### src/rtl/core/efd_pkg.sv
// efd_pkg: shared constants and types for the escaped frame deframer
// no dependencies; used by escaped_frame_deframer_top by scoped names
package efd_pkg;

  // field and register widths
  localparam int unsigned ByteW  = 8;
  localparam int unsigned CountW = 10;
  localparam int unsigned CfgW   = 10;
  localparam int unsigned CfgIdxW = 2;

  // upper bound on the decoded frame length
  localparam int unsigned LENGTH_LIMIT = 1023;
  localparam int unsigned CountMax     = (1 << CountW) - 1;
  localparam logic [CountW-1:0] CountCap =
    CountW'((LENGTH_LIMIT > CountMax) ? CountMax : LENGTH_LIMIT);

  // register reset values
  localparam logic [ByteW-1:0]  EscapeReset = 8'hF0;
  localparam logic [ByteW-1:0]  StartReset  = 8'hF1;
  localparam logic [ByteW-1:0]  EndReset    = 8'hF2;
  localparam logic [CountW-1:0] BufLenReset = 10'd1023;

  // configuration register indexes
  typedef enum logic [CfgIdxW-1:0] {
    CFG_ESCAPE  = 2'd0,
    CFG_START   = 2'd1,
    CFG_END     = 2'd2,
    CFG_BUF_LEN = 2'd3
  } cfg_idx_t;

endpackage

### src/rtl/core/escaped_frame_deframer_top.sv
// escaped_frame_deframer_top: byte-stuffing frame decoder, one byte per transfer
// depends on efd_pkg for widths, reset values and register indexes
//
// Takes one received byte per input transfer and gives exactly one result per
// byte, registered, at one byte per clock unless the sink stalls. The decode
// decision (hunt / frame / escape) and the payload counter update sit between
// the input handshake and a single output register; in_stall rises only while
// that output register holds a result the sink is stalling. Each result carries
// either a payload byte with its index, a frame-done report with the saturating
// length and overflow flag, or neither (dropped, start and escape bytes).
// Registers: 0 escape value, 1 start value, 2 end value, 3 buffer length;
// write them only while the block is idle.
module escaped_frame_deframer_top (
  input  logic                         clk,
  input  logic                         rst_n,
  // input channel
  input  logic                         in_valid,
  output logic                         in_stall,
  input  logic [efd_pkg::ByteW-1:0]    in_rx_byte,
  // result channel
  output logic                         out_valid,
  input  logic                         out_stall,
  output logic                         out_data_valid,
  output logic [efd_pkg::ByteW-1:0]    out_data_byte,
  output logic [efd_pkg::CountW-1:0]   out_data_index,
  output logic                         out_frame_done,
  output logic [efd_pkg::CountW-1:0]   out_frame_length,
  output logic                         out_overflow,
  // configuration port
  input  logic                         cfg_we,
  input  logic [efd_pkg::CfgIdxW-1:0]  cfg_index,
  input  logic [efd_pkg::CfgW-1:0]     cfg_wdata
);

  typedef enum logic [1:0] {
    MODE_HUNT  = 2'd0,
    MODE_FRAME = 2'd1,
    MODE_ESC   = 2'd2
  } mode_t;

  // configuration registers
  logic [efd_pkg::ByteW-1:0]  escape_value_r;
  logic [efd_pkg::ByteW-1:0]  start_value_r;
  logic [efd_pkg::ByteW-1:0]  end_value_r;
  logic [efd_pkg::CountW-1:0] buffer_length_r;

  // decoder state
  mode_t                      mode_r, mode_nxt;
  logic [efd_pkg::CountW-1:0] byte_count_r, byte_count_nxt;
  logic                       overflowed_r, overflowed_nxt;

  // output stage
  logic                       out_valid_r;
  logic                       data_valid_r, data_valid_nxt;
  logic [efd_pkg::ByteW-1:0]  data_byte_r, data_byte_nxt;
  logic [efd_pkg::CountW-1:0] data_index_r, data_index_nxt;
  logic                       frame_done_r, frame_done_nxt;
  logic [efd_pkg::CountW-1:0] frame_length_r, frame_length_nxt;
  logic                       overflow_r, overflow_nxt;

  logic                       in_xfer;
  logic                       take;
  logic [efd_pkg::ByteW-1:0]  take_byte;

  // handshake: input moves whenever the output stage is free or draining
  assign in_stall = out_valid_r & out_stall;
  assign in_xfer  = in_valid & ~in_stall;

  // configuration writes
  always_ff @(posedge clk) begin
    if (!rst_n) begin
      escape_value_r  <= efd_pkg::EscapeReset;
      start_value_r   <= efd_pkg::StartReset;
      end_value_r     <= efd_pkg::EndReset;
      buffer_length_r <= efd_pkg::BufLenReset;
    end else if (cfg_we) begin
      unique case (efd_pkg::cfg_idx_t'(cfg_index))
        efd_pkg::CFG_ESCAPE:  escape_value_r  <= cfg_wdata[efd_pkg::ByteW-1:0];
        efd_pkg::CFG_START:   start_value_r   <= cfg_wdata[efd_pkg::ByteW-1:0];
        efd_pkg::CFG_END:     end_value_r     <= cfg_wdata[efd_pkg::ByteW-1:0];
        efd_pkg::CFG_BUF_LEN: buffer_length_r <= cfg_wdata[efd_pkg::CountW-1:0];
        default: ;
      endcase
    end
  end

  // per-byte decode decision
  always_comb begin
    mode_nxt         = mode_r;
    byte_count_nxt   = byte_count_r;
    overflowed_nxt   = overflowed_r;
    data_valid_nxt   = 1'b0;
    data_byte_nxt    = '0;
    data_index_nxt   = '0;
    frame_done_nxt   = 1'b0;
    frame_length_nxt = '0;
    overflow_nxt     = 1'b0;
    take             = 1'b0;
    take_byte        = in_rx_byte;

    unique case (mode_r)
      MODE_FRAME: begin
        if (in_rx_byte == end_value_r) begin
          frame_done_nxt   = 1'b1;
          frame_length_nxt = byte_count_r;
          overflow_nxt     = overflowed_r;
          mode_nxt         = MODE_HUNT;
          byte_count_nxt   = '0;
          overflowed_nxt   = 1'b0;
        end else if (in_rx_byte == escape_value_r) begin
          mode_nxt = MODE_ESC;
        end else begin
          take = 1'b1;
        end
      end
      MODE_ESC: begin
        take      = 1'b1;
        take_byte = in_rx_byte ^ escape_value_r;
        mode_nxt  = MODE_FRAME;
      end
      default: begin
        // hunting; the unused code behaves the same
        mode_nxt = MODE_HUNT;
        if (in_rx_byte == start_value_r) begin
          mode_nxt       = MODE_FRAME;
          byte_count_nxt = '0;
          overflowed_nxt = 1'b0;
        end
      end
    endcase

    // payload store with saturating count
    if (take) begin
      if (byte_count_r >= efd_pkg::CountCap) begin
        overflowed_nxt = 1'b1;
      end else begin
        if (byte_count_r < buffer_length_r) begin
          data_valid_nxt = 1'b1;
          data_byte_nxt  = take_byte;
          data_index_nxt = byte_count_r;
        end else begin
          overflowed_nxt = 1'b1;
        end
        byte_count_nxt = byte_count_r + 1'b1;
      end
    end
  end

  // state and output register
  always_ff @(posedge clk) begin
    if (!rst_n) begin
      mode_r       <= MODE_HUNT;
      byte_count_r <= '0;
      overflowed_r <= 1'b0;
      out_valid_r  <= 1'b0;
    end else begin
      if (in_xfer) begin
        mode_r       <= mode_nxt;
        byte_count_r <= byte_count_nxt;
        overflowed_r <= overflowed_nxt;
        out_valid_r  <= 1'b1;
      end else if (!out_stall) begin
        out_valid_r <= 1'b0;
      end
    end
  end

  // result payload, no reset needed
  always_ff @(posedge clk) begin
    if (in_xfer) begin
      data_valid_r   <= data_valid_nxt;
      data_byte_r    <= data_byte_nxt;
      data_index_r   <= data_index_nxt;
      frame_done_r   <= frame_done_nxt;
      frame_length_r <= frame_length_nxt;
      overflow_r     <= overflow_nxt;
    end
  end

  assign out_valid        = out_valid_r;
  assign out_data_valid   = data_valid_r;
  assign out_data_byte    = data_byte_r;
  assign out_data_index   = data_index_r;
  assign out_frame_done   = frame_done_r;
  assign out_frame_length = frame_length_r;
  assign out_overflow     = overflow_r;

  // a result never carries both a payload byte and a frame report
  a_data_xor_done: assert property (@(posedge clk) disable iff (!rst_n)
    out_valid_r |-> !(data_valid_r && frame_done_r))
    else $error("payload byte and frame report in one result");

  // payload count never passes its cap
  a_count_cap: assert property (@(posedge clk) disable iff (!rst_n)
    byte_count_r <= efd_pkg::CountCap)
    else $error("byte count above cap");

  // hunting always starts from a clean frame state
  a_hunt_clean: assert property (@(posedge clk) disable iff (!rst_n)
    mode_r == MODE_HUNT |-> (byte_count_r == '0 && !overflowed_r))
    else $error("stale count while hunting");

  // closing byte inside a frame yields a frame report
  a_end_report: assert property (@(posedge clk) disable iff (!rst_n)
    (in_xfer && mode_r == MODE_FRAME && in_rx_byte == end_value_r)
      |=> (out_valid_r && frame_done_r && mode_r == MODE_HUNT))
    else $error("end byte did not close the frame");

endmodule

### config.mk
export PLATFORM = sky130hd
export DESIGN_NAME = escaped_frame_deframer_top
export DESIGN_NICKNAME = d
export VERILOG_FILES = /design/src/rtl/core/efd_pkg.sv /design/src/rtl/core/escaped_frame_deframer_top.sv
export SDC_FILE = /design/constraint.sdc
export NUM_CORES = 1
export LEC_CHECK = 0
export ABC_AREA = 0
export BUFFER_PORTS_ARGS = -buffer_cell sky130_fd_sc_hd__clkbuf_2
export CAP_MARGIN = 20
export CELL_PAD_IN_SITES_DETAIL_PLACEMENT = 1
export CELL_PAD_IN_SITES_GLOBAL_PLACEMENT = 2
export CORE_ASPECT_RATIO = 1.25
export CORE_MARGIN = 2
export CORE_UTILIZATION = 34
export CTS_BUF_LIST = sky130_fd_sc_hd__clkbuf_4 sky130_fd_sc_hd__clkbuf_8
export DETAILED_ROUTE_END_ITERATION = 12
export PLACE_DENSITY = 0.83
export SETUP_SLACK_MARGIN = 0.1
export SKIP_LAST_GASP = 1
export SYNTH_ARGS = -nofsm -noshare
export SYNTH_HDL_FRONTEND = slang
export SYNTH_SLANG_ARGS = --single-unit
### constraint.sdc
create_clock -name clk -period 2.15 [get_ports clk]
set_clock_uncertainty 0.1 [all_clocks]
set_input_delay 0.215 -clock clk [delete_from_list [all_inputs] [get_ports clk]]
set_output_delay 0.215 -clock clk [all_outputs]
set_load 0.01 [all_outputs]
==> results_dict.tcl, run 1 <==
set metrics [dict create \
    tritoncts "done" \
    drv_slew 0 \
    grt-ovfl-total 0 \
    syn_area_per_cell_um2 10.15 \
    critPathMaxStageDelay_ps 360 \
    drc_errors 0 \
    num_vias 3211 \
    crit_path_start_kind "flip-flop" \
    pwr-share-clk_pct 33.4 \
    drtIter0Drc 93 \
    power_frac_seq_pct 53.2 \
    grt_max_degree 35 \
    critical_path_class "reg2reg" \
    slowest_stage "dfxtp_4" \
    ys_warn_count 0 \
    p_sw_share_pct 25.91 \
    synthSimpleGateAreaFrac_pct 22.66 \
    area_growth_pct 30.93 \
    hp-start "cfg_wdata[2]" \
    drt-pass1-iter-count 4 \
    status "completed" \
    wl_per_cell_um 17.34 \
    busiest_layer "met2" \
    use_met1_pct 21.05 \
    crit_fanout 5 \
    hold_end "start_value_r[2]" \
    cts_buffers 9 \
    met2_usage_pct 32.89 \
    setup_viol 0 \
    cts.sinks 79 \
    finalHoldViolCount 0 \
    place_ws_ps -119.6 \
    die_area_mm2 0.01246 \
    critPathRequiredTime_ps 2280 \
    end_kind "flip-flop" \
    syn_inst 388 \
    placed_area_mm2 0.004562 \
    grt_use_met3_pct 2.694 \
    htree_levels 3 \
    syn_area_mm2 0.003936 \
    antenna_found_initial 0 \
    drv_cap 0 \
    antenna_cells 0 \
    dp_hpwl_mm 7.706 \
    synth-main-ff-cell "dfxtp_1" \
    fin_crit_ps 2143 \
    via_per_inst 5.081 \
    die_y_um 124.3 \
    slew_headroom_pct 55.76 \
    rsz0062_at_grt "true" \
    worst-r2r-setup-slack_ps 7 \
    cts.clk_slew.worst_paths_ps 80 \
    max-clock-path-buffers 2 \
    tightestPinTransition_ps 663.7 \
    synth_seq_area_share_pct 48.06 \
    gp_congestion 0.8105 \
    fin_crit_sh_pct 99.68 \
    initial_core_util_pct 35.17 \
    portBuffers 57 \
    die_w_um 100.2 \
    grt_pass1_wl_mm 17.63 \
    p_comb_share_pct 13.4 \
    tns_ps 0 \
    synthArstFlopShare_pct 0 \
    synth-edff-count 31 \
    arrival_ps 2280 \
    routed_wl_mm 10.96 \
    crit_chain "ha_4, and4_4, a21oi_2, o211ai_1, a31oi_2, nor3b_4, buf_6, buf_16, and2_4" \
    max_freq_mhz 466.6 \
    nets 529 \
    p_leak_uw 0.002214 \
    drtAntennaViolNets 0 \
    r2r-end "out_data_index[3]" \
    coreArea_mm2 0.01119 \
    grt_pass1_vias 3393 \
    stdcell_area_mm2 0.005154 \
    synthMuxAreaShare_pct 2.320 \
    synthAdderAreaFrac_pct 3.814 \
    root_buffer "clkbuf_8" \
    hold_depth 3 \
    power_switching_uw 799.9 \
    synth-compound-area-share_pct 10.20 \
    insertion_delay_ps 370 \
    synth_top_family_by_area "simple AND/OR/NAND/NOR gates" \
    fin_ws_ps 6.798 \
    groute.usage.overall_pct 18.17 \
    r2r_start "byte_count_r[7]" \
    io_pins 58 \
    ir_drop_mv 0.2101 \
    synth-xor-area-share_pct 7.692 \
    synth_cell_types 55 \
    syn_nets 425 \
    core.rowCount 43 \
    hold_class "in2reg" \
    drive_gt1_share_pct 40.64 \
    internal_power_uw 2287 \
    ff2ff_path_depth 9 \
    power_density_mw_per_mm2 598.9 \
    ys_ff_latch 79 \
]
-- repair_timing --
item / CTS / global route
gates resized for setup: 44 / 15
endpoints found under the setup margin: 28 / 30
hold buffers: 3 / 0
endpoints found under the hold margin: 3 / 0
buffers inserted: 13 / 4
pin swaps: 12 / 11
cloned: 2 / 1
-- kinds of logic after synthesis --
logic type,Yosys count
fa+ha+maj,12
simple gates,170
xor+xnor,32
compound gates,47
mux,9
buf+inv,39
flops,79
-- how the worst max path moves through the flow --
| stage | start | endpoint | slack (ps) | cells past startpoint |
|---|---|---|---|---|
| CTS | byte_count_r[7] | out_data_index[9] | 20 | 9 |
| finish | byte_count_r[7] | out_data_index[3] | 7 | 9 |
| global route | buffer_length_r[7] | out_data_index[3] | -100 | 10 |
| detailed placement | buffer_length_r[7] | out_data_byte[6] | -120 | 9 |
| global placement | buffer_length_r[7] | out_data_index[4] | -20 | 9 |
| floorplan | buffer_length_r[7] | out_data_index[9] | 100 | 9 |
-- power groups by stage --
stage / clock network [uW] / logic (uW) / registers (uW)
6_report: 1030 / 414 / 1640
4_1_cts: 1060 / 412 / 1640
5_1_grt: 1110 / 452 / 1650
3_5_place_dp: 0 / 373 / 1670
3_3_place_gp: 0 / 362 / 1670
2_1_floorplan: 0 / 213 / 1690
-- flip-flops by register name, summed over array words and instances (netlist names) --
name / count
mode_r: 2
byte_count_r: 10
out_overflow: 1
escape_value_r: 8
overflowed_r: 1
start_value_r: 8
out_frame_length: 10
out_data_byte: 8
out_valid: 1
end_value_r: 8
out_frame_done: 1
out_data_index: 10
buffer_length_r: 10
out_data_valid: 1
-- through the flow --
stage | instances | utilization [%] | power [uW] | hold slack (ps)
after floorplan | 388 | - | 1899 | 239.0
after global placement | 594 | 40.76 | 2034 | 338.4
after detailed placement | 594 | 40.76 | 2047 | 357.0
after CTS | 628 | 45.49 | 3113 | 46.49
after global routing | 632 | 46.05 | 3209 | 61.95
final | 632 | 46.05 | 3087 | 51.78
-- synthesized netlist by cell type, types with 2 or more instances --
master     n  share of area, %
dfxtp_1   48                24
a21oi_1    4              0.51
clkbuf_1  13               1.2
nor2_1     7              0.67
nand3_1   15               1.9
ha_1      12               3.8
and3_1    14               2.2
edfxtp_1  31                24
or2_2      4              0.64
buf_2      5              0.64
xor2_1     2              0.45
nand4_1    5              0.79
mux2i_1    8               2.0
nand2b_1   2              0.32
buf_6      5               1.4
xnor2_1   27               6.0
o211ai_1  13               2.5
nor4b_1    3              0.67
nand2_1   71               6.8
xnor2_2    3               1.2
inv_1     14               1.3
a211o_1    7               1.6
a21boi_0   6               1.1
and2_1    21               3.3
nand2_2    2              0.32
nor2b_1    6              0.95
nor4_1    12               1.9
-- per-layer routing --
metal  vias to the layer above  routed length, um
li1                       1567                  -
met1                      1569               4538
met2                        56               5929
met3                        19                277
met4                         0                212
met5                         -                  0
-- area by class of cell --
| type | count | area [um2] |
|---|---|---|
| inverter | 14 | 52.55 |
| timing repair buffer | 118 | 819.5 |
| sequential | 79 | 1917 |
| multi-input combinational | 270 | 2017 |
| clock inverter | 3 | 18.77 |
| tap | 135 | 168.9 |
| clock buffer | 13 | 160.2 |
| fill | 1277 | 6037 |
-- critical path, delay by kind of cell, from the launching register on --
kind                     cells  cell delay [ps]
AO/OA/AOI/OAI                3              450
adder cells (fa/ha/maj)      1              230
buffers and inverters        2              290
flip-flops                   1              360
AND/OR/NAND/NOR              3              590
-- placed cells by master, fill, tap and decap left out, types with 3 or more instances in the layout --
master / Yosys / final
buf_6: 5 / 5
clkbuf_2: 0 / 57
a211o_1: 7 / 7
and2_1: 21 / 9
inv_1: 14 / 9
nor4_1: 12 / 12
clkbuf_8: 0 / 10
and3_1: 14 / 14
buf_4: 0 / 49
a21boi_0: 6 / 6
o211ai_1: 13 / 13
nand3_1: 15 / 14
edfxtp_1: 31 / 31
ha_1: 12 / 5
or2_2: 4 / 4
inv_2: 0 / 5
nor2b_1: 6 / 6
ha_4: 0 / 7
dfxtp_2: 0 / 17
clkbuf_4: 0 / 3
nand4_1: 5 / 5
xnor2_1: 27 / 23
xnor2_2: 3 / 7
dlygate4sd3_1: 0 / 3
nand2_2: 2 / 3
and2_4: 0 / 12
nor4b_1: 3 / 3
nand2_1: 71 / 70
mux2i_1: 8 / 8
nor2_1: 7 / 6
dfxtp_1: 48 / 30
Power figures use the tool's default switching activity.
==> run 2, diff against run 1 <==
==> constraint.sdc (replaced) <==
create_clock -name clk -period 2.15 [get_ports clk]
set_clock_uncertainty 0.1 [all_clocks]
set_input_delay 0.43 -clock clk [delete_from_list [all_inputs] [get_ports clk]]
set_output_delay 0.43 -clock clk [all_outputs]
set_load 0.01 [all_outputs]
==> results_dict.tcl, run 2 (synthesized netlist as in run 1, its figures left out) <==
set metrics [dict create \
    status "completed" \
    portBuffers 57 \
    slew_headroom_pct 60.31 \
    tightestPinTransition_ps 593.2 \
    initial_core_util_pct 35.17 \
    crit_chain "ha_4, a21o_1, a21oi_2, o211ai_1, a31oi_2, nor3b_4, buf_4, buf_6, and2_4" \
    routed_wl_mm 10.94 \
    die_area_mm2 0.01246 \
    coreArea_mm2 0.01119 \
    num_vias 3249 \
    insertion_delay_ps 350 \
    io_pins 58 \
    gp_congestion 0.8016 \
    power_switching_uw 802.5 \
    nets 539 \
    via_per_inst 5.061 \
    rsz0062_at_grt "true" \
    max_freq_mhz 468.4 \
    grt_pass1_vias 3484 \
    hp-start "in_valid" \
    placed_area_mm2 0.004638 \
    power_frac_seq_pct 52.8 \
    antenna_found_initial 0 \
    core.rowCount 43 \
    crit_path_start_kind "flip-flop" \
    critPathMaxStageDelay_ps 370 \
    die_y_um 124.3 \
    grt_max_degree 26 \
    layout_common_cells "nand2_1, buf_4, clkbuf_2" \
    drtIter0Drc 83 \
    drtAntennaViolNets 0 \
    p_leak_uw 0.002248 \
    tritoncts "done" \
    p_sw_share_pct 25.86 \
    fin_crit_ps 2135 \
    layout_commonest_cell "nand2_1" \
    antenna_cells 0 \
    drv_slew 0 \
    groute.usage.overall_pct 18.02 \
    power.total_uw 3103 \
    cts_hold_buf 0 \
    fillers 1271 \
    fin_ws_ps 14.90 \
    dp_hpwl_mm 7.893 \
    place_ws_ps -188.3 \
    slowest_stage "dfxtp_4" \
    root_buffer "clkbuf_8" \
    stdcell_area_mm2 0.005223 \
    drive_gt1_share_pct 42.60 \
    fin_crit_sh_pct 99.31 \
    hold_depth 2 \
    drt-pass1-iter-count 4 \
    r2r_start "byte_count_r[7]" \
    drv_cap 0 \
    area_growth_pct 32.68 \
    cts_buffers 9 \
    ff2ff_path_depth 9 \
    critPathRequiredTime_ps 2280 \
    p_comb_share_pct 13.4 \
    hold_class "in2reg" \
    grt_pass1_wl_mm 17.81 \
    pwr-share-clk_pct 33.7 \
    internal_power_uw 2301 \
    setup_viol 0 \
    drc_errors 0 \
    die_w_um 100.2 \
    cts.clk_slew.worst_paths_ps 80 \
    crit_fanout 8 \
    max-clock-path-buffers 2 \
    ir_drop_mv 0.3547 \
    htree_levels 3 \
    end_kind "flip-flop" \
    cts.sinks 79 \
    critical_path_class "reg2reg" \
    power_density_mw_per_mm2 594.3 \
    crit_start "byte_count_r[7]" \
    wl_per_cell_um 17.04 \
    finalHoldViolCount 0 \
    grt-ovfl-total 0 \
    arrival_ps 2270 \
]
-- run 2: worst paths after layout --
check,end,slack (ps)
min,out_valid,210
max,out_data_byte[7],10
max reg2reg,out_data_byte[7],10
min reg2reg,start_value_r[2],380
-- run 2: through the flow --
stage / setup TNS, ps / hold WS (ps) / utilization, % / std cells
after floorplan: -5.955 / 355.3 / - / 388
after global placement: -2024 / 369.3 / 41.45 / 608
after detailed placement: -3359 / 376.8 / 41.45 / 608
after CTS: 0 / 200.8 / 45.40 / 636
after global routing: -1704 / 210.5 / 46.67 / 642
final: 0 / 210.4 / 46.67 / 642
-- run 2: final cells by class --
| type | count | area (um2) | area share, % |
|---|---|---|---|
| inverters | 14 | 56.30 | 1.078 |
| clock buffers | 13 | 166.4 | 3.186 |
| multi-input cells | 270 | 2038 | 39.03 |
| clock inverters | 3 | 18.77 | 0.3594 |
| repair buffers | 128 | 859.6 | 16.46 |
| well taps | 135 | 168.9 | 3.234 |
| flip-flops and latches | 79 | 1914 | 36.66 |
-- run 2: worst max-delay path: cells and delay by family, from the launching register on --
family	cells	cell delay, ps
AOI/OAI and AO/OA	4	650
and+or+nand+nor	2	390
DFF	1	370
buffers and inverters	2	270
adders and majority gates	1	240
-- run 2: power groups by stage --
stage,Sequential (uW),Combinational (uW),Clock (uW)
after CTS,1640,405,1070
final,1640,417,1050
after global placement,1670,366,0
after detailed placement,1680,379,0
after floorplan,1690,215,0
after global routing,1650,453,1140
-- run 2: timing repair --
item                       in CTS  in global routing
gates resized for setup        48                 28
setup buffers                  10                  6
setup endpoints to repair      29                 29
pin swaps                      20                 18
hold endpoints to repair        0                  0
gates cloned                    2                  0
-- run 2: metal layers --
| metal | global-route usage, % | part of all wire, % | vias up | routed length (um) |
|---|---|---|---|---|
| li1 | - | - | 1592 | - |
| met5 | 0 | 0 | - | 0 |
| met1 | 21.34 | 42 | 1594 | 4587 |
| met4 | 5.077 | 1.9 | 0 | 213 |
| met2 | 33.04 | 54 | 50 | 5908 |
| met3 | 2.806 | 2.1 | 13 | 230 |
==> run 3, diff against run 2 <==
--- a/config.mk
+++ b/config.mk
@@ -10,7 +10,7 @@
 export CAP_MARGIN = 20
 export CELL_PAD_IN_SITES_DETAIL_PLACEMENT = 1
 export CELL_PAD_IN_SITES_GLOBAL_PLACEMENT = 2
-export CORE_ASPECT_RATIO = 1.25
+export CORE_ASPECT_RATIO = 1.2
 export CORE_MARGIN = 2
 export CORE_UTILIZATION = 34
 export CTS_BUF_LIST = sky130_fd_sc_hd__clkbuf_4 sky130_fd_sc_hd__clkbuf_8
==> results_dict.tcl, run 3 (synthesized netlist as in run 1, its figures left out) <==
set metrics [dict create \
    cts.sinks 79 \
    die_y_um 121.9 \
    drc_errors 0 \
    post-route-util_pct 45.81 \
    insertion_delay_ps 360 \
    initial_core_util_pct 34.51 \
    slowest_stage "dfxtp_4" \
    max_freq_mhz 447.0 \
    grt-ovfl-total 0 \
    dp_hpwl_mm 7.769 \
    finalHoldViolCount 0 \
    final_cells 660 \
    regArea_mm2 0.001916 \
    crit_top_cell "buf_6" \
    grt_max_degree 27 \
    routed_wl_mm 10.80 \
    placed_area_mm2 0.004636 \
    drtAntennaViolNets 0 \
    drv_cap 0 \
    fin_crit_sh_pct 104.1 \
    area_growth_pct 32.74 \
    grt_pass1_vias 3221 \
    post-place-cells 626 \
    stdcell_area_mm2 0.005225 \
    tightestPinTransition_ps 518.5 \
    fillers 1309 \
    tns_ps -1414 \
    max-clock-path-buffers 2 \
    die_area_mm2 0.01246 \
    num_vias 3243 \
    drt-pass1-iter-count 4 \
    p_leak_uw 0.002232 \
    drtIter0Drc 127 \
    wl_per_cell_um 16.37 \
    layout_common_cells "nand2_1, clkbuf_2, buf_4" \
    hold_class "in2reg" \
    tritoncts "done" \
    portBuffers 57 \
    crit_fanout 6 \
    arrival_ps 2360 \
    ir_drop_mv 0.2831 \
    antenna_cells 0 \
    antenna_found_initial 0 \
    slew_headroom_pct 65.30 \
    crit_path_start_kind "flip-flop" \
    cts_buffers 9 \
    htree_levels 3 \
    grt_pass1_wl_mm 16.32 \
    via_per_inst 4.914 \
    coreArea_mm2 0.01141 \
    core.rowCount 43 \
    multiInputGateArea_mm2 0.002032 \
    drv_slew 0 \
    die_w_um 102.2 \
    setup_viol 19 \
    layout_commonest_cell "nand2_1" \
    fin_crit_ps 2237 \
    critPathRequiredTime_ps 2280 \
    cts.clk_slew.worst_paths_ps 80 \
    nets 535 \
    groute.usage.overall_pct 17.25 \
    critPathMaxStageDelay_ps 360 \
    root_buffer "clkbuf_8" \
    critical_path_class "reg2reg" \
    drive_gt1_share_pct 40.76 \
    io_pins 58 \
    gp_congestion 0.7696 \
    crit_chain "buf_4, nand2b_1, a211oi_1, o21ai_0, a31oi_2, nor3b_4, buf_6, buf_6, and2_1" \
    fin_ws_ps -87.33 \
    status "finished, violations left" \
    end_kind "flip-flop" \
    rsz0062_at_grt "true" \
    violations "negative setup slack" \
    power_density_mw_per_mm2 599.2 \
]
[run 3: cell count changes in the layout (fill, tap and decap cells not counted), sizes merged]
cell	change
buf	-4
inv	-1
clkinvlp	-1
bufinv	+1
clkbuf	-4
clkinv	+5
[run 3: area by class of cell]
type	instances	area share, %
repair buffers	124	16.02
flip-flops and latches	79	36.66
clock inverters	7	1.221
clock buffers	9	2.371
multi-input cells	270	38.89
inverters	14	1.078
well taps	157	3.760
[run 3: final timing paths]
check | start | cells after the start | endpoint | slack (ps)
max | byte_count_r[0] | 9 | out_data_byte[2] | -90
min | cfg_wdata[8] | 3 | buffer_length_r[8] | 200
max reg2reg | byte_count_r[0] | 9 | out_data_byte[2] | -90
min reg2reg | start_value_r[3] | 2 | start_value_r[3] | 380
[run 3: critical path, delay by kind of cell, from the launching register on]
family | cells | cell delay [ps]
compound gates | 3 | 690
buf+inv | 3 | 410
flops | 1 | 360
simple gates | 3 | 550
[run 3: what timing repair did]
item,in CTS,in global routing
endpoints found under the setup margin,29,29
cloned,1,0
buffers inserted,9,8
pin swaps,13,22
hold buffers,0,0
resized for setup,39,36
[run 3: power by group]
group / switching [uW] / internal (uW)
logic: 232 / 188
registers: 31.8 / 1610
clock network: 543 / 526
total: 807 / 2320
[run 3: per-stage QoR]
step / total power [uW] / worst slack [ps] / hold slack [ps]
6_report: 3131 / -87.33 / 197.6
5_1_grt: 3255 / -163.8 / 198.3
4_1_cts: 3135 / -16.50 / 197.6
3_5_place_dp: 2047 / -180.9 / 377.6
3_3_place_gp: 2031 / -125.0 / 369.9
2_1_floorplan: 1901 / -2.978 / 355.3
[run 3: per-layer routing]
layer,vias up,global-route usage [%],part of all wire (%)
met5,-,0,0
li1,1581,-,-
met2,59,31.25,53
met4,0,5.750,2.2
met3,18,3.500,2.7
met1,1585,20.04,42
